### src/rtl/core/mtac_pkg.sv
// Shared types, character codes and helper functions of the markup to ANSI converter.
// Depends on nothing; every other file of the block uses it.
package mtac_pkg;

    // Depth of the command queue between the front and back parts.
    localparam int CMD_FIFO_DEPTH = 2;

    // Width of the per-command byte count (at most ten bytes per command).
    localparam int LEN_W = 4;

    // Character codes.
    localparam logic [7:0] CH_NUL    = 8'h00;
    localparam logic [7:0] CH_LF     = 8'h0A;
    localparam logic [7:0] CH_CR     = 8'h0D;
    localparam logic [7:0] CH_ESC    = 8'h1B;
    localparam logic [7:0] CH_AMP    = 8'h26;
    localparam logic [7:0] CH_STAR   = 8'h2A;
    localparam logic [7:0] CH_PLUS   = 8'h2B;
    localparam logic [7:0] CH_MINUS  = 8'h2D;
    localparam logic [7:0] CH_SEMI   = 8'h3B;
    localparam logic [7:0] CH_EQ     = 8'h3D;
    localparam logic [7:0] CH_AT     = 8'h40;
    localparam logic [7:0] CH_LBRACK = 8'h5B;
    localparam logic [7:0] CH_CARET  = 8'h5E;
    localparam logic [7:0] CH_UNDER  = 8'h5F;
    localparam logic [7:0] CH_M      = 8'h6D;
    localparam logic [7:0] CH_TILDE  = 8'h7E;
    localparam logic [7:0] CH_D0     = 8'h30;
    localparam logic [7:0] CH_D1     = 8'h31;
    localparam logic [7:0] CH_D3     = 8'h33;
    localparam logic [7:0] CH_D4     = 8'h34;
    localparam logic [7:0] CH_D5     = 8'h35;

    // Input item and result item.
    typedef struct packed {
        logic [7:0] text_byte;
        logic       message_end;
    } t_in_item;

    typedef struct packed {
        logic [7:0] out_char;
        logic       char_valid;
        logic       run_last;
    } t_out_item;

    // Kind of output sequence that one command expands into.
    typedef enum logic [2:0] {
        CMD_MARK,   // bare end marker, no byte
        CMD_RAW,    // one to three literal bytes
        CMD_SGR,    // ESC [ 1 ; d m
        CMD_COLOR,  // ESC [ 1 ; p d m
        CMD_BOTH    // ESC [ 1 ; 4 b ; 3 f m
    } t_cmd_kind;

    typedef struct packed {
        t_cmd_kind        kind;
        logic [LEN_W-1:0] len;
        logic [7:0]       b0;
        logic [7:0]       b1;
        logic [7:0]       b2;
    } t_cmd;

    // ASCII color digit of a color letter, or zero when the byte names no color.
    function automatic logic [7:0] color_digit(input logic [7:0] c);
        logic [7:0] lc;
        lc = c | 8'h20;
        case (lc)
            8'h62:   color_digit = 8'h34; // b
            8'h63:   color_digit = 8'h36; // c
            8'h67:   color_digit = 8'h32; // g
            8'h6C:   color_digit = 8'h30; // l
            8'h6D:   color_digit = 8'h35; // m
            8'h72:   color_digit = 8'h31; // r
            8'h77:   color_digit = 8'h37; // w
            8'h79:   color_digit = 8'h33; // y
            default: color_digit = CH_NUL;
        endcase
    endfunction

    // Byte at position idx of the sequence that a command expands into.
    function automatic logic [7:0] cmd_byte(input t_cmd cmd, input logic [LEN_W-1:0] idx);
        logic [7:0] r;
        r = CH_NUL;
        case (cmd.kind)
            CMD_RAW: begin
                case (idx)
                    4'd0:    r = cmd.b0;
                    4'd1:    r = cmd.b1;
                    default: r = cmd.b2;
                endcase
            end
            CMD_SGR, CMD_COLOR, CMD_BOTH: begin
                case (idx)
                    4'd0:    r = CH_ESC;
                    4'd1:    r = CH_LBRACK;
                    4'd2:    r = CH_D1;
                    4'd3:    r = CH_SEMI;
                    4'd4:    r = (cmd.kind == CMD_BOTH) ? CH_D4 : cmd.b0;
                    4'd5: begin
                        case (cmd.kind)
                            CMD_SGR:   r = CH_M;
                            CMD_COLOR: r = cmd.b1;
                            default:   r = cmd.b0;
                        endcase
                    end
                    4'd6:    r = (cmd.kind == CMD_BOTH) ? CH_SEMI : CH_M;
                    4'd7:    r = CH_D3;
                    4'd8:    r = cmd.b1;
                    default: r = CH_M;
                endcase
            end
            default: r = CH_NUL;
        endcase
        return r;
    endfunction

endpackage

### src/rtl/core/mtac_front.sv
// Front part of the converter: accepts input bytes, tracks the markup state and
// classifies each byte into at most one output command. Depends on mtac_pkg.
module mtac_front (
    input  logic               i_clk,
    input  logic               i_rst_n,
    input  logic               i_push,
    input  mtac_pkg::t_in_item i_item,
    input  logic               i_full,
    input  logic               i_cfg_valid,
    input  logic               i_cfg_data,
    output logic               o_cmd_push,
    output mtac_pkg::t_cmd     o_cmd
);

    typedef enum logic [2:0] {
        MODE_PLAIN,
        MODE_AMP,
        MODE_FGBG,
        MODE_BOTH1,
        MODE_BOTH2
    } t_mode;

    t_mode          r_mode, n_mode;
    logic           r_bsel, n_bsel;
    logic [7:0]     r_held, n_held;
    logic           r_cr, n_cr;
    logic           r_color_enable;
    mtac_pkg::t_cmd n_cmd;

    logic       accept;
    logic [7:0] c;
    logic [7:0] dig_c;
    logic [7:0] dig_held;

    assign accept   = i_push && !i_full;
    assign c        = i_item.text_byte;
    assign dig_c    = mtac_pkg::color_digit(c);
    assign dig_held = mtac_pkg::color_digit(r_held);

    // Classify the byte against the current mode and build its command.
    always_comb begin
        n_mode = MODE_PLAIN;
        n_bsel = r_bsel;
        n_held = r_held;
        n_cr   = 1'b0;
        n_cmd  = '{kind: mtac_pkg::CMD_RAW, len: '0,
                   b0: mtac_pkg::CH_NUL, b1: mtac_pkg::CH_NUL, b2: mtac_pkg::CH_NUL};

        case (r_mode)
            MODE_AMP: begin
                case (c)
                    mtac_pkg::CH_AMP: begin
                        n_cmd.b0  = mtac_pkg::CH_AMP;
                        n_cmd.len = 4'd1;
                    end
                    mtac_pkg::CH_STAR, mtac_pkg::CH_CARET, mtac_pkg::CH_TILDE,
                    mtac_pkg::CH_UNDER, mtac_pkg::CH_AT: begin
                        if (r_color_enable) begin
                            n_cmd.kind = mtac_pkg::CMD_SGR;
                            n_cmd.len  = 4'd6;
                            case (c)
                                mtac_pkg::CH_STAR:  n_cmd.b0 = mtac_pkg::CH_D0;
                                mtac_pkg::CH_CARET: n_cmd.b0 = mtac_pkg::CH_D1;
                                mtac_pkg::CH_TILDE: n_cmd.b0 = mtac_pkg::CH_D3;
                                mtac_pkg::CH_UNDER: n_cmd.b0 = mtac_pkg::CH_D4;
                                default:            n_cmd.b0 = mtac_pkg::CH_D5;
                            endcase
                        end
                    end
                    mtac_pkg::CH_PLUS, mtac_pkg::CH_MINUS: begin
                        n_bsel = (c == mtac_pkg::CH_MINUS);
                        n_mode = MODE_FGBG;
                    end
                    mtac_pkg::CH_EQ: begin
                        n_mode = MODE_BOTH1;
                    end
                    default: begin
                        // Unknown pair: the ampersand, then the byte as plain text.
                        n_cmd.b0 = mtac_pkg::CH_AMP;
                        if (c == mtac_pkg::CH_LF) begin
                            n_cmd.b1  = mtac_pkg::CH_CR;
                            n_cmd.b2  = mtac_pkg::CH_LF;
                            n_cmd.len = 4'd3;
                        end else begin
                            n_cmd.b1  = c;
                            n_cmd.len = 4'd2;
                        end
                        n_cr = (c == mtac_pkg::CH_CR);
                    end
                endcase
            end
            MODE_FGBG: begin
                if (r_color_enable && dig_c != mtac_pkg::CH_NUL) begin
                    n_cmd.kind = mtac_pkg::CMD_COLOR;
                    n_cmd.len  = 4'd7;
                    n_cmd.b0   = r_bsel ? mtac_pkg::CH_D4 : mtac_pkg::CH_D3;
                    n_cmd.b1   = dig_c;
                end
            end
            MODE_BOTH1: begin
                n_held = c;
                n_mode = MODE_BOTH2;
            end
            MODE_BOTH2: begin
                if (r_color_enable && dig_held != mtac_pkg::CH_NUL
                        && dig_c != mtac_pkg::CH_NUL) begin
                    n_cmd.kind = mtac_pkg::CMD_BOTH;
                    n_cmd.len  = 4'd10;
                    n_cmd.b0   = dig_held;
                    n_cmd.b1   = dig_c;
                end
            end
            default: begin
                if (c == mtac_pkg::CH_AMP) begin
                    n_mode = MODE_AMP;
                end else begin
                    if (c == mtac_pkg::CH_LF && !r_cr) begin
                        n_cmd.b0  = mtac_pkg::CH_CR;
                        n_cmd.b1  = mtac_pkg::CH_LF;
                        n_cmd.len = 4'd2;
                    end else begin
                        n_cmd.b0  = c;
                        n_cmd.len = 4'd1;
                    end
                    n_cr = (c == mtac_pkg::CH_CR);
                end
            end
        endcase

        // At the end of a message an open code is copied out raw and all markup state clears.
        // An open code always comes from a byte that produced nothing itself.
        if (i_item.message_end) begin
            case (n_mode)
                MODE_AMP: begin
                    n_cmd.b0  = mtac_pkg::CH_AMP;
                    n_cmd.len = 4'd1;
                end
                MODE_FGBG: begin
                    n_cmd.b0  = mtac_pkg::CH_AMP;
                    n_cmd.b1  = n_bsel ? mtac_pkg::CH_MINUS : mtac_pkg::CH_PLUS;
                    n_cmd.len = 4'd2;
                end
                MODE_BOTH1: begin
                    n_cmd.b0  = mtac_pkg::CH_AMP;
                    n_cmd.b1  = mtac_pkg::CH_EQ;
                    n_cmd.len = 4'd2;
                end
                MODE_BOTH2: begin
                    n_cmd.b0  = mtac_pkg::CH_AMP;
                    n_cmd.b1  = mtac_pkg::CH_EQ;
                    n_cmd.b2  = n_held;
                    n_cmd.len = 4'd3;
                end
                default: begin
                end
            endcase
            if (n_cmd.len == '0) begin
                n_cmd.kind = mtac_pkg::CMD_MARK;
                n_cmd.len  = 4'd1;
            end
            n_mode = MODE_PLAIN;
            n_bsel = 1'b0;
            n_held = mtac_pkg::CH_NUL;
            n_cr   = 1'b0;
        end
    end

    assign o_cmd_push = accept && (n_cmd.len != '0);
    assign o_cmd      = n_cmd;

    // Markup state and the color enable register.
    always_ff @(posedge i_clk) begin
        if (!i_rst_n) begin
            r_mode         <= MODE_PLAIN;
            r_bsel         <= 1'b0;
            r_held         <= mtac_pkg::CH_NUL;
            r_cr           <= 1'b0;
            r_color_enable <= 1'b1;
        end else begin
            if (accept) begin
                r_mode <= n_mode;
                r_bsel <= n_bsel;
                r_held <= n_held;
                r_cr   <= n_cr;
            end
            if (i_cfg_valid) begin
                r_color_enable <= i_cfg_data;
            end
        end
    end

endmodule

### src/rtl/core/mtac_cmd_fifo.sv
// Short command queue between the front and back parts of the converter.
// Depends on mtac_pkg for the command type.
module mtac_cmd_fifo #(
    parameter int DEPTH = mtac_pkg::CMD_FIFO_DEPTH
) (
    input  logic           i_clk,
    input  logic           i_rst_n,
    input  logic           i_push,
    input  mtac_pkg::t_cmd i_data,
    output logic           o_full,
    input  logic           i_pop,
    output logic           o_valid,
    output mtac_pkg::t_cmd o_data
);

    localparam int PW = (DEPTH > 1) ? $clog2(DEPTH) : 1;
    localparam int CW = $clog2(DEPTH + 1);

    mtac_pkg::t_cmd r_mem [DEPTH];
    logic [PW-1:0]  r_wp, r_rp;
    logic [CW-1:0]  r_count;
    logic           do_push, do_pop;

    assign o_full  = (r_count == CW'(DEPTH));
    assign o_valid = (r_count != '0);
    assign o_data  = r_mem[r_rp];
    assign do_push = i_push && !o_full;
    assign do_pop  = i_pop && o_valid;

    // Entry storage.
    always_ff @(posedge i_clk) begin
        if (do_push) begin
            r_mem[r_wp] <= i_data;
        end
    end

    // Pointers and fill count.
    always_ff @(posedge i_clk) begin
        if (!i_rst_n) begin
            r_wp    <= '0;
            r_rp    <= '0;
            r_count <= '0;
        end else begin
            if (do_push) begin
                r_wp <= (r_wp == PW'(DEPTH - 1)) ? '0 : r_wp + 1'b1;
            end
            if (do_pop) begin
                r_rp <= (r_rp == PW'(DEPTH - 1)) ? '0 : r_rp + 1'b1;
            end
            if (do_push && !do_pop) begin
                r_count <= r_count + 1'b1;
            end else if (do_pop && !do_push) begin
                r_count <= r_count - 1'b1;
            end
        end
    end

endmodule

### src/rtl/core/mtac_back.sv
// Back part of the converter: expands each queued command into result bytes, one
// per cycle while the reader pops, into an output register. Depends on mtac_pkg.
module mtac_back (
    input  logic                i_clk,
    input  logic                i_rst_n,
    input  logic                i_cmd_valid,
    input  mtac_pkg::t_cmd      i_cmd,
    output logic                o_cmd_pop,
    input  logic                i_pop,
    output logic                o_empty,
    output mtac_pkg::t_out_item o_data
);

    logic [mtac_pkg::LEN_W-1:0] r_idx;
    logic                       r_out_valid;
    mtac_pkg::t_out_item        r_out;
    logic                       load;
    logic                       last;

    // A new byte enters the output register when it is free or being transferred.
    assign load      = i_cmd_valid && (!r_out_valid || i_pop);
    assign last      = (r_idx + 1'b1) == i_cmd.len;
    assign o_cmd_pop = load && last;
    assign o_empty   = !r_out_valid;
    assign o_data    = r_out;

    // Byte index within the current command and the output register.
    always_ff @(posedge i_clk) begin
        if (!i_rst_n) begin
            r_idx       <= '0;
            r_out_valid <= 1'b0;
        end else begin
            if (load) begin
                r_idx       <= last ? '0 : r_idx + 1'b1;
                r_out_valid <= 1'b1;
            end else if (i_pop) begin
                r_out_valid <= 1'b0;
            end
        end
    end

    always_ff @(posedge i_clk) begin
        if (load) begin
            r_out.out_char   <= mtac_pkg::cmd_byte(i_cmd, r_idx);
            r_out.char_valid <= (i_cmd.kind != mtac_pkg::CMD_MARK);
            r_out.run_last   <= last;
        end
    end

endmodule

### src/rtl/core/markup_to_ansi_text_converter_top.sv
// Markup to ANSI converter. An input byte is accepted every cycle while the command
// queue has room; its first result byte passes through the command queue and then the
// output register before it is offered. One result byte leaves per cycle while the
// reader pops; a byte with up to ten results holds the back part until all have left.
// Reset is synchronous, active low: it clears the markup state, the queue and the
// output register, and sets color_enable to one. Depends on mtac_pkg and submodules.
module markup_to_ansi_text_converter_top #(
    parameter int CMD_DEPTH = mtac_pkg::CMD_FIFO_DEPTH
) (
    input  logic                i_clk,
    input  logic                i_rst_n,
    input  logic                push,
    output logic                full,
    input  mtac_pkg::t_in_item  i_data,
    output logic                empty,
    input  logic                pop,
    output mtac_pkg::t_out_item o_data,
    input  logic                i_cfg_valid,
    output logic                o_cfg_ready,
    input  logic                i_cfg_data
);

    logic           cmd_push;
    mtac_pkg::t_cmd cmd_in;
    logic           cmd_full;
    logic           cmd_valid;
    logic           cmd_pop;
    mtac_pkg::t_cmd cmd_head;

    // The configuration register takes a write in any cycle.
    assign o_cfg_ready = 1'b1;
    assign full        = cmd_full;

    mtac_front u_front (
        .i_clk       (i_clk),
        .i_rst_n     (i_rst_n),
        .i_push      (push),
        .i_item      (i_data),
        .i_full      (cmd_full),
        .i_cfg_valid (i_cfg_valid),
        .i_cfg_data  (i_cfg_data),
        .o_cmd_push  (cmd_push),
        .o_cmd       (cmd_in)
    );

    mtac_cmd_fifo #(
        .DEPTH (CMD_DEPTH)
    ) u_cmd_fifo (
        .i_clk   (i_clk),
        .i_rst_n (i_rst_n),
        .i_push  (cmd_push),
        .i_data  (cmd_in),
        .o_full  (cmd_full),
        .i_pop   (cmd_pop),
        .o_valid (cmd_valid),
        .o_data  (cmd_head)
    );

    mtac_back u_back (
        .i_clk       (i_clk),
        .i_rst_n     (i_rst_n),
        .i_cmd_valid (cmd_valid),
        .i_cmd       (cmd_head),
        .o_cmd_pop   (cmd_pop),
        .i_pop       (pop),
        .o_empty     (empty),
        .o_data      (o_data)
    );

`ifndef SYNTHESIS
    // Only the final result of an item may lack a byte.
    a_mark_is_last: assert property (@(posedge i_clk) disable iff (!i_rst_n)
        (!empty && !o_data.char_valid) |-> o_data.run_last)
        else $error("end marker without run_last");

    // A bare end marker carries a zero byte.
    a_mark_is_zero: assert property (@(posedge i_clk) disable iff (!i_rst_n)
        (!empty && !o_data.char_valid) |-> (o_data.out_char == 8'h00))
        else $error("end marker with nonzero byte");

    // Nothing is offered right after reset.
    a_reset_empty: assert property (@(posedge i_clk)
        !i_rst_n |=> empty)
        else $error("result offered after reset");
`endif

endmodule
### config.mk
export PLATFORM = sky130hd
export DESIGN_NAME = markup_to_ansi_text_converter_top
export DESIGN_NICKNAME = d
export VERILOG_FILES = /design/src/rtl/core/mtac_pkg.sv /design/src/rtl/core/mtac_front.sv /design/src/rtl/core/mtac_cmd_fifo.sv /design/src/rtl/core/mtac_back.sv /design/src/rtl/core/markup_to_ansi_text_converter_top.sv
export SDC_FILE = /design/constraint.sdc
export NUM_CORES = 1
export LEC_CHECK = 0
export BUFFER_PORTS_ARGS = -buffer_cell sky130_fd_sc_hd__buf_2
export CORE_AREA = 3 3 120 111
export DETAILED_ROUTE_END_ITERATION = 8
export DIE_AREA = 0 0 123 114
export GPL_TIMING_DRIVEN = 0
export HOLD_SLACK_MARGIN = 0.08
export PLACE_DENSITY = 0.58
export SETUP_SLACK_MARGIN = 0.15
export SLEW_MARGIN = 20
export SYNTH_ARGS = -nofsm -noshare
export SYNTH_HDL_FRONTEND = slang
export SYNTH_SLANG_ARGS = --single-unit
export TNS_END_PERCENT = 10
### constraint.sdc
create_clock -name i_clk -period 4.79 [get_ports i_clk]
set_clock_uncertainty 0.05 [all_clocks]
set_input_delay 0.2395 -clock i_clk [delete_from_list [all_inputs] [get_ports i_clk]]
set_output_delay 0.2395 -clock i_clk [all_outputs]
set_load 0.01 [all_outputs]
==> impl_metrics.py <==
metrics = {
    "route": {
        "viasPerCell": 5.92,
        "via_count": 4281,
        "top_layer": "met4",
        "firstDrtPassIters": 6,
        "initialDrtViolationCount": 465,
        "met1_length_mm": 6.30,
        "drc": 0,
        "met3_length_um": 873,
        "wire_per_inst_um": 19.1,
        "wl_met2_mm": 6.44,
        "ant_nets": 0,
        "wl_mm": 13.8,
    },
    "run": {
        "cap_violations": 0,
    },
    "run_status": {
        "status": "complete, no violations",
    },
    "timing": {
        "max-slew-margin-rel": 0.424,
        "drv_slew": 0,
        "post-route-period-util": 0.639,
        "period_minus_slack_ns": 3.06,
        "worst_pin_slew_ns": 0.857,
        "hold_violations": 0,
        "hold_ws_ns": 0.172,
        "rsz0062_at_grt": "false",
        "finalSetupViolations": 0,
        "max_freq_ghz": 0.327,
        "setup_tns_ns": 0,
    },
    "setup_path": {
        "critPathTopFamily": "simple AND/OR/NAND/NOR gates",
        "critPathLaunch": "u_front.r_mode[1]$_SDFFE_PN0P_",
        "r2r_slack_ns": 1.73,
        "end_kind": "flip-flop",
        "start_kind": "flip-flop",
        "max_stage_delay_ns": 0.37,
        "crit_required_ns": 5.01,
        "crit_buf_inv": 2,
        "r2r-end": "u_cmd_fifo.r_count[1]$_SDFFE_PN0P_",
        "cpMaxStageDelayCell": "or3_1",
        "timing.rr.start": "u_front.r_mode[1]$_SDFFE_PN0P_",
        "crit_cells": 11,
        "r2r_cells": 11,
        "cp_cell_sequence": "buf_4 -> or3b_1 -> buf_2 -> nor4_4 -> a21oi_1 -> and3_4 -> a31oi_4 -> a21oi_2 -> ha_1 -> or3_1 -> a21boi_0",
        "arrival_ns": 3.28,
        "worst-setup-path-type": "reg2reg",
        "cp_max_fo": 10,
    },
    "cells_and_area": {
        "syn2layout_area_growth_pct": 13.2,
        "nNetsFinal": 578,
        "diodes": 0,
        "drive_gt1_frac": 0.160,
        "stdcell_count": 723,
    },
    "power": {
        "powerDensity_mw_per_mm2": 434,
        "total_leakage_power_uw": 0.00215,
        "p_total_uw": 2680,
        "ir_drop_mv": 0.181,
    },
    "synthesis": {
        "syn_nets": 538,
        "synth_top_area_share": 0.397,
        "synth_area_per_cell_um2": 10.5,
        "yosys_warnings": 0,
        "synth_top_cell_by_area": "edfxtp_1",
        "ys_seq_elements": 95,
        "syn_area_mm2": 0.00545,
        "synthArstFlopShare": 0,
        "synth_common_cells": "edfxtp_1 (72), nand2_1 (44), nor2_1 (32)",
        "yosysMostFrequentCell": "edfxtp_1",
        "syn_inst": 518,
        "synth.top_cells.by_area": "edfxtp_1 (40%), dfxtp_1 (8.5%), mux2i_1 (4.6%), nand2_1 (3.0%), nor2b_1 (2.5%)",
        "synth_cell_types": 78,
        "ys_seq_area_frac": 0.481,
        "ys.flop_type": "edfxtp_1",
        "synth_edf_count": 72,
    },
    "global_routing": {
        "grtUsageTotal": 0.207,
        "grt_max_degree": 26,
        "antenna_found_initial": 0,
        "grt_pass1_vias": 3936,
        "globalRoute.totalOverflow": 0,
        "grt_pass1_wl_mm": 22.2,
    },
    "clock_network": {
        "htree_levels": 3,
        "ctsResizeCount": 0,
        "post_cts_buffers": 0,
        "numCtsBuffers": 9,
        "clock_latency_ns": 0.35,
        "cts_tree": "yes",
        "clkSlewWorstSetupHoldPaths_ns": 0.07,
        "clk_path_buf_depth": 2,
        "cts.sinks": 95,
        "clk_root_buffer_cell": "clkbuf_16",
    },
    "hold_path": {
        "holdPathEnd": "u_cmd_fifo.r_wp$_SDFFE_PN0P_",
        "min_delay_path_depth": 3,
        "hold_path_class": "in2reg",
        "worstHoldStart": "i_rst_n",
    },
    "die": {
        "fp.dieW_um": 123,
        "start_util": 0.453,
        "die_height_um": 114,
        "fp.coreArea_mm2": 0.0120,
        "rows": 38,
        "die-area_mm2": 0.0140,
        "io_pins": 28,
    },
    "placement": {
        "numPortBuffers": 25,
        "post-place-cells": 705,
        "hpwl_mm": 10.1,
        "gp_congestion": 0.955,
    },
}
## worst register-to-register path: cells and delay by family, from the launching register on
kind	cells	cell delay, ns
buffers and inverters	2	0.34
and+or+nand+nor	4	1.31
AOI/OAI and AO/OA	4	0.65
adders and majority gates	1	0.32
DFF	1	0.31
## logic make-up after synthesis
group / Yosys count / share of synthesized area
buffers and inverters: 46 / 0.0377
DFF: 95 / 0.481
and+or+nand+nor: 203 / 0.223
xor gates and xnor gates: 12 / 0.0193
other: 1 / 0.000688
adders and majority gates: 5 / 0.0115
muxes: 35 / 0.0666
AOI/OAI and AO/OA: 121 / 0.160
## report_power, final
group | leakage, uW | internal, uW | switching, uW
sequential | 0.000862 | 1060 | 50.1
clock | 0.000157 | 461 | 316
combinational | 0.00113 | 304 | 482
## through the flow
| step | setup slack, ns | cell area (um^2) | utilization |
|---|---|---|---|
| final | 1.73 | 6160 | 0.512 |
| after global routing | 1.59 | 6160 | 0.512 |
| after CTS | 1.76 | 6160 | 0.512 |
| after detailed placement | 1.50 | 5820 | 0.484 |
| after global placement | -0.309 | 5770 | 0.480 |
| after floorplan | 1.08 | 5450 | - |
## placed cells by master (no fill, tap or decap), types with 3 or more instances in the layout
cell type,count
nand4_1,4
buf_4,3
a211oi_1,5
dfxtp_1,23
nand3_1,11
clkbuf_16,9
edfxtp_1,72
a22oi_1,8
nor2_1,31
nor4_1,4
and3_1,11
nor3_1,14
o31a_1,4
nand2b_1,11
clkbuf_1,14
and3b_1,4
a21oi_1,26
o211ai_1,6
or3_1,4
o22ai_1,21
nor3b_1,3
inv_1,17
mux2_2,10
ha_1,5
xnor2_1,8
o32ai_1,3
xor2_1,4
nor2b_1,21
o21ai_0,11
a31oi_1,3
mux2i_1,25
o221ai_1,4
a21boi_0,4
nor4b_1,4
and2_1,9
buf_2,35
nand2_1,44
## flip-flops by register name (all words and copies together), names as in the netlist, named ones only
signal	flops
u_back.o_data	10
u_back.r_idx	4
u_back.r_out_valid	1
u_cmd_fifo.r_count	2
u_cmd_fifo.r_mem	62
u_cmd_fifo.r_rp	1
u_cmd_fifo.r_wp	1
u_front.r_bsel	1
u_front.r_color_enable	1
u_front.r_cr	1
u_front.r_held	7
u_front.r_mode	3
## how the worst max path moves through the flow
stage,end,slack (ns)
after global placement,u_cmd_fifo.r_mem[0][23]$_DFFE_PP_,-0.31
after CTS,u_cmd_fifo.r_count[1]$_SDFFE_PN0P_,1.76
after floorplan,u_cmd_fifo.r_mem[0][0]$_DFFE_PP_,1.08
after global routing,u_cmd_fifo.r_count[1]$_SDFFE_PN0P_,1.59
final,u_cmd_fifo.r_count[1]$_SDFFE_PN0P_,1.73
after detailed placement,u_cmd_fifo.r_count[1]$_SDFFE_PN0P_,1.50
## routing by layer
layer / track usage / vias up
met5: 0 / -
met4: 0.0568 / 0
met3: 0.0436 / 15
met2: 0.323 / 164
met1: 0.291 / 2061
li1: - / 2041
## final cells by class
type / count / area (um^2)
plain buffers: 29 / 141
clock buffers: 10 / 229
clock inverters: 6 / 91.3
fillers: 1078 / 5860
inverters: 17 / 63.8
multi-input cells: 377 / 2630
flip-flops and latches: 95 / 2620
well taps: 160 / 200
repair buffers: 29 / 185
## timing repair
action                                 CTS  global route
setup endpoints to repair                0             0
hold buffers                             2             0
endpoints found under the hold margin    1             0
Note: power is estimated with default switching activity, not from simulation.
